## src/hw/rtl/lpc_pkg.sv

```systemverilog
package lpc_pkg;

  localparam int unsigned CACHE_DEPTH = 8;
  localparam int unsigned PAGE_W      = 32;
  localparam int unsigned OCC_W       = 4;
  localparam int unsigned IDX_W       = (CACHE_DEPTH > 1) ? $clog2(CACHE_DEPTH) : 1;
  localparam int unsigned CNT_W       = $clog2(CACHE_DEPTH + 1);

  typedef logic [PAGE_W-1:0] page_t;
  typedef logic [IDX_W-1:0]  idx_t;
  typedef logic [CNT_W-1:0]  cnt_t;

  typedef enum logic [1:0] {
    ST_IDLE,
    ST_SCAN,
    ST_SHIFT,
    ST_FRONT
  } lpc_state_e;

endpackage

```

## src/hw/rtl/lru_page_cache.sv

```systemverilog
// LRU page cache: holds up to CACHE_DEPTH page numbers in a single-port-write,
// registered-read array ordered most to least recently used. Each reference
// is one input transaction and yields exactly one result transaction. One
// shared 32-bit comparator scans the entries one per cycle, then the same
// array port moves the younger entries back one place per cycle and the page
// is written at the front. The scan covers the entries up to the hit, or all
// occupied entries on a miss; the moves cover the entries before the hit, all
// occupied entries on a miss, or CACHE_DEPTH-1 when full. The first page into
// an empty cache is not scanned. in_stall_o is high for the whole reference.
// A finished result sits in the output register while the next reference is
// taken; the block only holds at its last step if that earlier result is
// still unread.
module lru_page_cache
  import lpc_pkg::*;
(
  input  logic              clk_i,
  input  logic              rst_ni,
  input  logic              in_valid_i,
  output logic              in_stall_o,
  input  logic [31:0]       page_i,
  output logic              out_valid_o,
  input  logic              out_stall_i,
  output logic              hit_o,
  output logic              evicted_o,
  output logic [31:0]       evicted_page_o,
  output logic [OCC_W-1:0]  occupancy_o
);

  localparam cnt_t DEPTH_C = CNT_W'(CACHE_DEPTH);
  localparam idx_t LAST_C  = IDX_W'(CACHE_DEPTH - 1);

  lpc_state_e state_q, state_d;

  page_t mem [CACHE_DEPTH];
  page_t rd_q;
  logic  re;
  idx_t  raddr;
  logic  we;
  idx_t  waddr;
  page_t wdata;

  page_t page_q, page_d;
  cnt_t  count_q, count_d;
  idx_t  ridx_q, ridx_d;
  idx_t  cidx_q, cidx_d;
  logic  pend_q, pend_d;
  idx_t  sptr_q, sptr_d;
  cnt_t  rem_q, rem_d;
  logic  wpend_q, wpend_d;
  idx_t  wptr_q, wptr_d;
  logic  hit_q, hit_d;
  logic  ev_q, ev_d;
  page_t victim_q, victim_d;

  logic       ov_q, ov_d;
  logic       ohit_q, ohit_d;
  logic       oev_q, oev_d;
  page_t      opage_q, opage_d;
  logic [OCC_W-1:0] oocc_q, oocc_d;

  always_ff @(posedge clk_i) begin
    if (we) begin
      mem[waddr] <= wdata;
    end
    if (re) begin
      rd_q <= mem[raddr];
    end
  end

  always_ff @(posedge clk_i or negedge rst_ni) begin
    if (!rst_ni) begin
      state_q <= ST_IDLE;
      count_q <= '0;
      pend_q  <= 1'b0;
      wpend_q <= 1'b0;
      rem_q   <= '0;
      ov_q    <= 1'b0;
    end else begin
      state_q <= state_d;
      count_q <= count_d;
      pend_q  <= pend_d;
      wpend_q <= wpend_d;
      rem_q   <= rem_d;
      ov_q    <= ov_d;
    end
  end

  always_ff @(posedge clk_i) begin
    page_q   <= page_d;
    ridx_q   <= ridx_d;
    cidx_q   <= cidx_d;
    sptr_q   <= sptr_d;
    wptr_q   <= wptr_d;
    hit_q    <= hit_d;
    ev_q     <= ev_d;
    victim_q <= victim_d;
    ohit_q   <= ohit_d;
    oev_q    <= oev_d;
    opage_q  <= opage_d;
    oocc_q   <= oocc_d;
  end

  always_comb begin
    idx_t upto;
    state_d  = state_q;
    page_d   = page_q;
    count_d  = count_q;
    ridx_d   = ridx_q;
    cidx_d   = cidx_q;
    pend_d   = pend_q;
    sptr_d   = sptr_q;
    rem_d    = rem_q;
    wpend_d  = 1'b0;
    wptr_d   = wptr_q;
    hit_d    = hit_q;
    ev_d     = ev_q;
    victim_d = victim_q;
    ov_d     = ov_q;
    ohit_d   = ohit_q;
    oev_d    = oev_q;
    opage_d  = opage_q;
    oocc_d   = oocc_q;
    re       = 1'b0;
    raddr    = ridx_q;
    we       = 1'b0;
    waddr    = wptr_q;
    wdata    = rd_q;
    upto     = '0;

    if (ov_q && !out_stall_i) begin
      ov_d = 1'b0;
    end

    unique case (state_q)
      ST_IDLE: begin
        if (in_valid_i) begin
          page_d   = page_i;
          hit_d    = 1'b0;
          ev_d     = 1'b0;
          victim_d = '0;
          ridx_d   = '0;
          pend_d   = 1'b0;
          if (count_q == '0) begin
            count_d = CNT_W'(1);
            rem_d   = '0;
            state_d = ST_SHIFT;
          end else begin
            state_d = ST_SCAN;
          end
        end
      end

      ST_SCAN: begin
        re     = 1'b1;
        raddr  = ridx_q;
        ridx_d = ridx_q + IDX_W'(1);
        cidx_d = ridx_q;
        pend_d = 1'b1;
        if (pend_q) begin
          if (rd_q == page_q) begin
            hit_d   = 1'b1;
            upto    = cidx_q;
            state_d = ST_SHIFT;
          end else if (CNT_W'(cidx_q) == count_q - CNT_W'(1)) begin
            if (count_q == DEPTH_C) begin
              ev_d     = 1'b1;
              victim_d = rd_q;
              upto     = LAST_C;
            end else begin
              upto    = IDX_W'(count_q);
              count_d = count_q + CNT_W'(1);
            end
            state_d = ST_SHIFT;
          end
          if (state_d == ST_SHIFT) begin
            pend_d = 1'b0;
            rem_d  = CNT_W'(upto);
            sptr_d = upto - IDX_W'(1);
          end
        end
      end

      ST_SHIFT: begin
        if (wpend_q) begin
          we    = 1'b1;
          waddr = wptr_q;
          wdata = rd_q;
        end
        if (rem_q != '0) begin
          re      = 1'b1;
          raddr   = sptr_q;
          sptr_d  = sptr_q - IDX_W'(1);
          rem_d   = rem_q - CNT_W'(1);
          wpend_d = 1'b1;
          wptr_d  = sptr_q + IDX_W'(1);
        end else begin
          state_d = ST_FRONT;
        end
      end

      ST_FRONT: begin
        we    = 1'b1;
        waddr = '0;
        wdata = page_q;
        if (!ov_q || !out_stall_i) begin
          ov_d    = 1'b1;
          ohit_d  = hit_q;
          oev_d   = ev_q;
          opage_d = victim_q;
          oocc_d  = OCC_W'(count_q);
          state_d = ST_IDLE;
        end
      end

      default: state_d = ST_IDLE;
    endcase
  end

  assign in_stall_o     = (state_q != ST_IDLE);
  assign out_valid_o    = ov_q;
  assign hit_o          = ohit_q;
  assign evicted_o      = oev_q;
  assign evicted_page_o = opage_q;
  assign occupancy_o    = oocc_q;

endmodule

```

## config.mk

```make
export PLATFORM = sky130hd
export DESIGN_NAME = lru_page_cache
export DESIGN_NICKNAME = d
export VERILOG_FILES = /design/src/hw/rtl/lpc_pkg.sv /design/src/hw/rtl/lru_page_cache.sv
export SDC_FILE = /design/constraint.sdc
export NUM_CORES = 1
export LEC_CHECK = 0
export BUFFER_PORTS_ARGS = -buffer_cell sky130_fd_sc_hd__buf_4
export CAP_MARGIN = 40
export CORE_MARGIN = 4
export CORE_UTILIZATION = 45
export CTS_CLUSTER_DIAMETER = 100
export DETAILED_ROUTE_END_ITERATION = 10
export GPL_TIMING_DRIVEN = 0
export PLACE_DENSITY = 0.6
export SLEW_MARGIN = 20
export SYNTH_ARGS = -nofsm -noshare
export SYNTH_HDL_FRONTEND = slang
export SYNTH_SLANG_ARGS = --single-unit
```

## constraint.sdc

```tcl
create_clock -name clk_i -period 13.6 [get_ports clk_i]
set_input_delay 0.68 -clock clk_i [delete_from_list [all_inputs] [get_ports clk_i]]
set_output_delay 0.68 -clock clk_i [all_outputs]
set_load 0.005 [all_outputs]
```

**Yosys cells after proc, flatten, opt, wreduce, memory -nomap -nowiden**

Memory sizes are Yosys's and may differ from the RTL's. A register that Yosys moved wholly into a read port is not among the register bits.
Index checks and enable logic that the tools add are counted.

- Logic and storage cells: 132
- Memories kept: 1
- RAM bits: 256
- Input port bits: 36
- Output and inout port bits: 40
- Register bits: 129

- Equality and inequality tests: 19
- $add $sub $neg: 7
- Muxes and demuxes: 66
- Reduce and logical (&&, ||, !) cells: 21

Memories:

| memory | depth | width | rd ports | clocked after Yosys merged registers in | write ports | RTL line | RTL |
|---|---|---|---|---|---|---|---|
| mem | 8 | 32 | 1 | 1 | 1 | lru_page_cache.sv:34 | `page_t mem [CACHE_DEPTH];` |

Operators with widths:

| cell | count |
|---|---|
| $mux 32 | 6 |
| $pmux 32 s2 | 1 |
| $mux 4 | 11 |
| $mux 3 | 12 |
| $eq 32x32->1 | 1 |
| $ne 2x2->1 const B | 12 |
| $mux 2 | 9 |
| $mux 1 | 17 |
| $pmux 3 s2 | 2 |
| $pmux 4 s3 | 1 |
| $reduce_and 4->1 | 3 |
| $reduce_and 6->1 | 2 |
| $pmux 1 s2 | 5 |
| $pmux 2 s4 | 1 |
| $pmux 4 s2 | 1 |
| $reduce_and 2->1 | 4 |
| $sub 4x1->4 const B | 2 |
| $reduce_and 7->1 | 1 |
| $add 3x1->3 const B | 2 |
| $eq 2x2->1 const B | 3 |
| $reduce_bool 2->1 | 3 |
| $sub 3x1->3 const B | 2 |
| $add 4x1->4 const B | 1 |
| $eq 3x4->1 | 1 |
| other kinds (9) | 10 |

**Depth between registers and ports, before layout**

Gate-level depths: netlist of run 1.

- Depth after elaboration: 10
- Mapped depth: 11
- Mapped depth without buffers: 10

**Least setup slack after synthesis of run 1**

OpenSTA, ideal clock, no wires.

- Path kind: register to register
- From: register state_q[0]
- To: memory mem[0][0] (netlist bit), enable pin
- Stages on the path, launching flop included: 5
- Path buffers: 0
- Arrival: 4200 ps
- Data required time: 13089 ps
- Setup time: 511 ps
- Path slack: 8890 ps
- Clock period less this slack: 4710 ps
- Cell sequence: dfrtp_1 inv_1 ha_1 inv_1 o41ai_1

- Word-level cells in the longest chain between the ends: 4
- Elaborated cells between the ends (all ways): 6
- Classes of those cells: eq/ne: 2; mux: 4

RTL lines:

| item | RTL line | RTL |
|---|---|---|
| start: declaration | lru_page_cache.sv:32 | `lpc_state_e state_q, state_d;` |
| start signal: assignment | lru_page_cache.sv:79 | `state_q <= state_d;` |
| $eq 2x2->1 | lru_page_cache.sv:134 | `unique case (state_q)` |
| $pmux 1 s2 | lru_page_cache.sv:134 |  |
| $mux 1 | lru_page_cache.sv:62 | `if (we) begin` |
| $mux 1 (implied by the code) | lru_page_cache.sv:63 | `mem[waddr] <= wdata;` |
| end: declaration | lru_page_cache.sv:34 |  |

Parallel ways exist; a longest one is shown, timed or not.

**Worst setup path in the final report of run 1**

- From: register state_q[0]
- To: register rd_q[7], read port of mem (data pin)

- Word-level cells in the longest chain between the ends: 2
- Elaborated cells between the ends (all ways): 4
- Classes of those cells: eq/ne: 2; mux: 2

RTL lines:

| item | RTL line | RTL |
|---|---|---|
| $eq 2x2->1 / $eq 2x1->1 (equally long branches) | lru_page_cache.sv:134 |  |
| $pmux 1 s2 / $mux 3 (equally long branches) | lru_page_cache.sv:134 |  |
| end: declaration | lru_page_cache.sv:35 | `page_t rd_q;` |

Parallel ways exist; a longest one is shown, timed or not.
A chain may end at the register's enable or synchronous reset.

==> impl_metrics.json, run 1 <==
{
  "die_w_um": 199,
  "ys_async_sr_fraction_pct": 3.12,
  "min_path_cells": 1,
  "cts_sinks": 417,
  "die_h_um": 199,
  "clkPwrFrac_pct": 23.6,
  "post-dp-hpwl_um": 24300,
  "final_nets": 1020,
  "hold_violations": 0,
  "antenna_found_initial": 0,
  "port_buffers": 75,
  "post_cts_buffers": 0,
  "status": "finished clean",
  "cts_made_buffers": 43,
  "min_from": "page_i[20]",
  "yosys_warnings": 0,
  "synth_top_family_by_area": "multiplexers",
  "worstSetupPathType": "reg2reg",
  "clk_latency_ns": 0.54,
  "hold_end": "page_q[20]$_DFFE_PP_",
  "synthesis.area_sq_mm": 0.0165,
  "path_max_fanout": 10,
  "cts-htree-levels": 2,
  "cts_resized": 0,
  "cpMostUsedCell": "inv_1",
  "firstDrtPassIters": 5,
  "grt_pass1_vias": 8350,
  "hold_class": "in2reg",
  "std_cell_rows": 69,
  "final_max_slew_viol_count": 0,
  "overflow": 0,
  "syn_area_per_cell_sq_um": 20.5,
  "synth-edff-count": 404,
  "powerDensity_mw_per_mm2": 241,
  "r2r_end": "rd_q[7]$_DFFE_PP_",
  "dieArea_sq_mm": 0.0398,
  "crit_path_max_incr_delay_ns": 0.70,
  "dr_total_vias": 8094,
  "grt_usage_pct": 18.1,
  "intPower_mw": 3.29,
  "synth_seq_area_share_pct": 75.6,
  "worstSetupStartpointType": "register",
  "ioPinCount": 76,
  "via_per_inst": 5.52,
  "wl_per_cell_um": 24.3,
  "drv_cap": 0,
  "grt_pass1_wl_um": 52900,
  "rr_startpoint": "state_q[0]$_DFFE_PN0P_",
  "routed_wl_um": 35600,
  "ant_nets": 0,
  "p_switching_mw": 1.46,
  "gp_congestion": 0.785,
  "synth-seq-cells": 417,
  "core_area_sq_mm": 0.0358,
  "clk_path_buf_depth": 3,
  "p_total_mw": 4.75,
  "pwr-share-seq_pct": 43.1,
  "clk_pin_slew_worst_paths_ns": 0.06,
  "grt_setup_unrepaired": "false",
  "synth-xor-area-share_pct": 2.07,
  "reg2reg_depth": 8,
  "netlist_instances": 803,
  "start_util_pct": 46.0,
  "crit_arrival_ns": 3.66,
  "peakVddDrop_v": 0.000110,
  "required_ns": 13.88,
  "setup_viol": 0,
  "r2r_slack_ns": 10.22,
  "cts_tree": "done",
  "grt_start_max_net_pins": 22,
  "crit_chain": "inv_1, ha_1, or2b_1, buf_6, inv_1, mux2i_1, clkbuf_1, mux2_2",
  "fin_crit_sh_pct": 24.8,
  "cts-root-buf": "clkbuf_16",
  "synthMuxAreaShare_pct": 14.1,
  "fmax_mhz": 296,
  "tightest_slew_ns": 0.846,
  "fillCellCount": 2710,
  "yosysUniqueCellTypes": 57,
  "crit_path_end_kind": "register",
  "swShare_pct": 30.7,
  "synth_compound_area_share_pct": 2.27,
  "syn_nets": 850,
  "leakage_nw": 6.81,
  "drive_gt1_share_pct": 31.2,
  "period_needed_ns": 3.38,
  "slew_headroom_pct": 42.5,
  "synthFlopType": "edfxtp_1",
  "mostFrequentLayoutCells": "edfxtp_1 (404), buf_4 (99), mux2_2 (64)",
  "synth-adder-area-share_pct": 0.835,
  "drcViolationCount": 0,
  "layout_commonest_cell": "edfxtp_1",
  "areaGrowthSynthToFinish_pct": 19.4,
  "synthSimpleGateAreaFrac_pct": 3.63,
  "combPwrFrac_pct": 33.3,
  "fin_setup_tns_ns": 0,
  "drtIter0Drc": 432,
  "skew_ns": 0.0144,
  "cpMaxStageDelayCell": "clkbuf_1"
}
[critical path, delay by kind of cell (launching register included)]
kind                       cells  cell delay (ns)
DFF                            1             0.43
buffers and inverters          4             1.16
adders and majority gates      1             0.22
muxes                          2             1.05
and+or+nand+nor                1             0.25
[what timing repair did]
action,in CTS,in global routing
setup endpoints to repair,0,0
hold buffers,1,0
hold endpoints to repair,13,0
[layout make-up]
type	instances	area, sq um	area share, %
clock inverters	16	133	0.674
plain buffers	29	178	0.903
inverters	20	75.1	0.381
multi-input cells	337	3860	19.6
well taps	461	577	2.93
clock buffers	59	1210	6.14
flip-flops and latches	417	12500	63.3
diodes	2	5.00	0.0254
repair buffers	125	1190	6.04
[power by group through the flow]
stage / sequential (mW) / clock (mW) / combinational, mW
final: 2.05 / 1.12 / 1.58
after global routing: 2.07 / 1.20 / 1.71
after CTS: 2.05 / 1.15 / 1.60
after detailed placement: 2.07 / 0 / 1.60
after global placement: 2.10 / 0 / 1.46
after floorplan: 2.04 / 0 / 1.02
[flip-flops by register name (all words and copies together) (netlist names), 4 cells and up]
register        count
mem               256
rem_q               4
rd_q               32
page_q             32
victim_q           32
count_q             4
evicted_page_o     32
occupancy_o         4
[worst max-delay path by stage]
stage / from / end / cells after the start
CTS: state_q[0]$_DFFE_PN0P_ / rd_q[7]$_DFFE_PP_ / 8
global placement: state_q[0]$_DFFE_PN0P_ / mem[0][8]$_DFFE_PP_ / 4
detailed placement: state_q[0]$_DFFE_PN0P_ / rd_q[25]$_DFFE_PP_ / 8
finish: state_q[0]$_DFFE_PN0P_ / rd_q[7]$_DFFE_PP_ / 8
floorplan: state_q[0]$_DFFE_PN0P_ / mem[0][0]$_DFFE_PP_ / 4
global route: state_q[1]$_DFFE_PN0P_ / rem_q[0]$_DFFE_PN0P_ / 9
[cell usage after synthesis, types with 3 or more instances]
cell,instances,share of area [%]
edfxtp_1,404,74
mux2_2,64,4.4
o21a_1,3,0.14
o211a_1,4,0.24
nor2_1,11,0.25
xnor2_1,4,0.21
dfrtp_1,13,2.0
mux4_2,32,4.4
or3_1,5,0.19
o21ai_0,7,0.21
clkbuf_1,12,0.27
ha_1,11,0.83
nand2_1,12,0.27
buf_2,6,0.18
nor4_1,8,0.30
a31oi_1,4,0.15
buf_6,8,0.55
o31ai_1,3,0.14
a21o_1,3,0.14
inv_1,18,0.41
nand2b_1,4,0.15
mux4_1,32,5.1
xor2_1,35,1.9
nand3_1,4,0.12
mux2i_1,3,0.18
nand4_1,4,0.15
nor3_1,12,0.36
and2_1,35,1.3
[cells by family (layout without fill, tap and decap cells)]
family          count (synthesis)  count (layout)
fa+ha+maj                      11              11
mux                           132             132
flops                         417             417
compound gates                 49              49
other cells                     0               2
xor+xnor                       39              39
simple gates                  106             106
buf+inv                        49             249
[layer usage]
layer / GRT usage (%) / part of all wire [%]
met2: 30.2 / 50
met5: 0 / 0
met3: 2.90 / 4.5
met1: 25.7 / 44
met4: 3.95 / 1.5
[stage by stage]
stage | utilization (%) | std cells | hold WS (ns) | setup WS (ns) | area (sq um)
detailed placement | 51.1 | 1388 | 0.405 | 10.24 | 18300
floorplan | - | 803 | 0.384 | 8.89 | 16500
global placement | 49.2 | 1339 | 0.401 | 5.00 | 17600
finish | 54.9 | 1466 | 0.318 | 10.22 | 19700
global route | 54.9 | 1464 | 0.293 | 9.94 | 19700
CTS | 54.9 | 1464 | 0.288 | 10.26 | 19700
No activity file was read; power rests on OpenSTA's default activity.
==> inputs of run 2 (changes only) <==
==> constraint.sdc (replaced) <==
create_clock -name clk_i -period 3.4 [get_ports clk_i]
set_input_delay 0.17 -clock clk_i [delete_from_list [all_inputs] [get_ports clk_i]]
set_output_delay 0.17 -clock clk_i [all_outputs]
set_load 0.005 [all_outputs]
==> run 2 against run 1 <==
  * First-iteration DRC count rose by 58%
  * Critical endpoint is now victim_q[4]$_SDFFCE_PN0P_
  * Highest routed layer unchanged
  * Routed wire length fell by 0.13%
  * Final area rose by 1.6%
  * Die area did not move
  * Non-clock buffer count rose by 33
  * Sequential power rose to 4.0 times the previous value
  * Count of clock-buffer cells in the layout fell by 1
  * Worst setup slack got worse by 10 ns
  * Global-route usage barely moved
  * Critical path depth did not move
  * Clock power rose to 3.9 times the previous value
  * Final cell count rose by 2.3%
  * Critical path type unchanged
==> impl_metrics.json, run 2 (synthesis results as in run 1) <==
{
  "status": "finished clean",
  "drcViolationCount": 0,
  "place_area_sq_mm": 0.0183,
  "areaGrowthSynthToFinish_pct": 21.2,
  "slew_headroom_pct": 47.8,
  "crit_path_end_kind": "register",
  "post-dp-hpwl_um": 24000,
  "clk_pin_slew_worst_paths_ns": 0.06,
  "powerDensity_mw_per_mm2": 947,
  "reg2reg_depth": 8,
  "firstDrtPassIters": 5,
  "period_needed_ns": 3.21,
  "rr_startpoint": "state_q[1]$_DFFE_PN0P_",
  "routed_wl_um": 35600,
  "clk_latency_ns": 0.53,
  "cts-root-buf": "clkbuf_16",
  "hold_class": "in2async",
  "grt_pass1_vias": 8322,
  "wl_per_cell_um": 23.7,
  "mostFrequentLayoutCells": "edfxtp_1 (404), buf_4 (96), mux2_2 (64)",
  "cts_sinks": 417,
  "gp_congestion": 0.787,
  "fin_crit_sh_pct": 94.3,
  "clk_path_buf_depth": 3,
  "layout_commonest_cell": "edfxtp_1",
  "grt_setup_unrepaired": "false",
  "cts-htree-levels": 2,
  "worstSetupPathType": "reg2reg",
  "cts_tree": "done",
  "crit_arrival_ns": 3.44,
  "leakage_nw": 6.95,
  "r2r_slack_ns": 0.19,
  "dr_total_vias": 8139,
  "fmax_mhz": 312,
  "holdWs_ns": 0.0282,
  "largest_reg_flops": 256,
  "required_ns": 3.63,
  "final_nets": 1053,
  "die_h_um": 199,
  "design_area_sq_mm": 0.0200,
  "drtIter0Drc": 681,
  "fillCellCount": 2702,
  "top_register": "mem",
  "dieArea_sq_mm": 0.0398,
  "drv_cap": 0,
  "die_w_um": 199,
  "ioPinCount": 76,
  "hold_violations": 0,
  "final_max_slew_viol_count": 0,
  "grt_start_max_net_pins": 21,
  "skew_ns": 0.0109,
  "worstSetupStartpointType": "register",
  "grt_usage_pct": 18.2,
  "via_per_inst": 5.43,
  "grt_pass1_wl_um": 53100,
  "r2r_end": "victim_q[4]$_SDFFCE_PN0P_",
  "overflow": 0,
  "diodes": 0,
  "path_max_fanout": 20,
  "std_cell_rows": 69,
  "ant_nets": 0,
  "peakVddDrop_v": 0.000461,
  "cts_made_buffers": 43,
  "antenna_found_initial": 0,
  "fin_setup_tns_ns": 0,
  "start_util_pct": 46.0,
  "drive_gt1_share_pct": 30.1,
  "tightest_slew_ns": 0.768,
  "port_buffers": 75,
  "core_area_sq_mm": 0.0358,
  "setup_viol": 0
}
-- run 2: cell types whose count changed in the layout (fill, tap and decap cells not counted), sizes merged --
cell         before  now
diode             2    0
bufinv            2    1
clkbuf           72   71
clkinv           14   20
buf             140  139
clkinvlp          2    0
inv              18   19
dlygate4sd3       1   35
-- run 2: worst max-delay path by stage --
stage	startpoint	to	slack, ns	cells past startpoint
after CTS	state_q[0]$_DFFE_PN0P_	rd_q[5]$_DFFE_PP_	0.05	8
after global placement	state_q[1]$_DFFE_PN0P_	mem[5][8]$_DFFE_PP_	-3.85	5
after global routing	state_q[1]$_DFFE_PN0P_	rem_q[0]$_DFFE_PN0P_	0.01	9
final	state_q[1]$_DFFE_PN0P_	victim_q[4]$_SDFFCE_PN0P_	0.19	8
after floorplan	state_q[0]$_DFFE_PN0P_	mem[5][0]$_DFFE_PP_	-0.50	5
after detailed placement	state_q[0]$_DFFE_PN0P_	rd_q[3]$_DFFE_PP_	0.04	8
-- run 2: critical path, cell delays in order (launching register included) --
cell      delay [ns]
dfrtp_1         0.45
inv_1           0.10
ha_1            0.35
clkbuf_1        0.38
clkbuf_1        0.65
nand4_1         0.29
a21oi_4         0.27
buf_16          0.20
buf_16          0.18
-- run 2: metrics by stage --
| step | total power [mW] | util [%] | setup slack (ns) | cells |
|---|---|---|---|---|
| final | 18.9 | 55.8 | 0.194 | 1500 |
| after detailed placement | 14.7 | 51.1 | 0.0402 | 1384 |
| after CTS | 19.1 | 55.7 | 0.0469 | 1497 |
| after global placement | 14.2 | 49.2 | -3.85 | 1339 |
| after global routing | 19.9 | 55.8 | 0.0108 | 1500 |
| after floorplan | 12.2 | - | -0.497 | 803 |
-- run 2: repair_timing --
item | CTS | global route
endpoints found under the hold margin | 47 | 0
buffers inserted | 0 | 2
resized for setup | 0 | 7
endpoints found under the setup margin | 0 | 53
hold buffers | 35 | 0
-- run 2: per-layer routing --
layer	vias up	track usage [%]	wire length, um
li1	3681	-	-
met1	4228	26.6	16400
met2	174	29.4	17100
met3	56	2.55	1450
met4	0	4.20	637
met5	-	0	0
-- run 2: layout make-up --
type	count	area [sq um]	share of cell area (%)
plain buffers	29	181	0.908
clock buffers	58	1170	5.87
clock inverters	20	128	0.638
inverters	20	75.1	0.376
multi-input cells	337	3880	19.4
flip-flops and latches	417	12500	62.3
well taps	461	577	2.89
repair buffers	158	1520	7.60
-- run 2: power by group --
group	total, mW	switching (mW)	internal (mW)
Clock	4.35	1.86	2.50
Combinational	6.37	3.46	2.91
Sequential	8.19	0.530	7.66
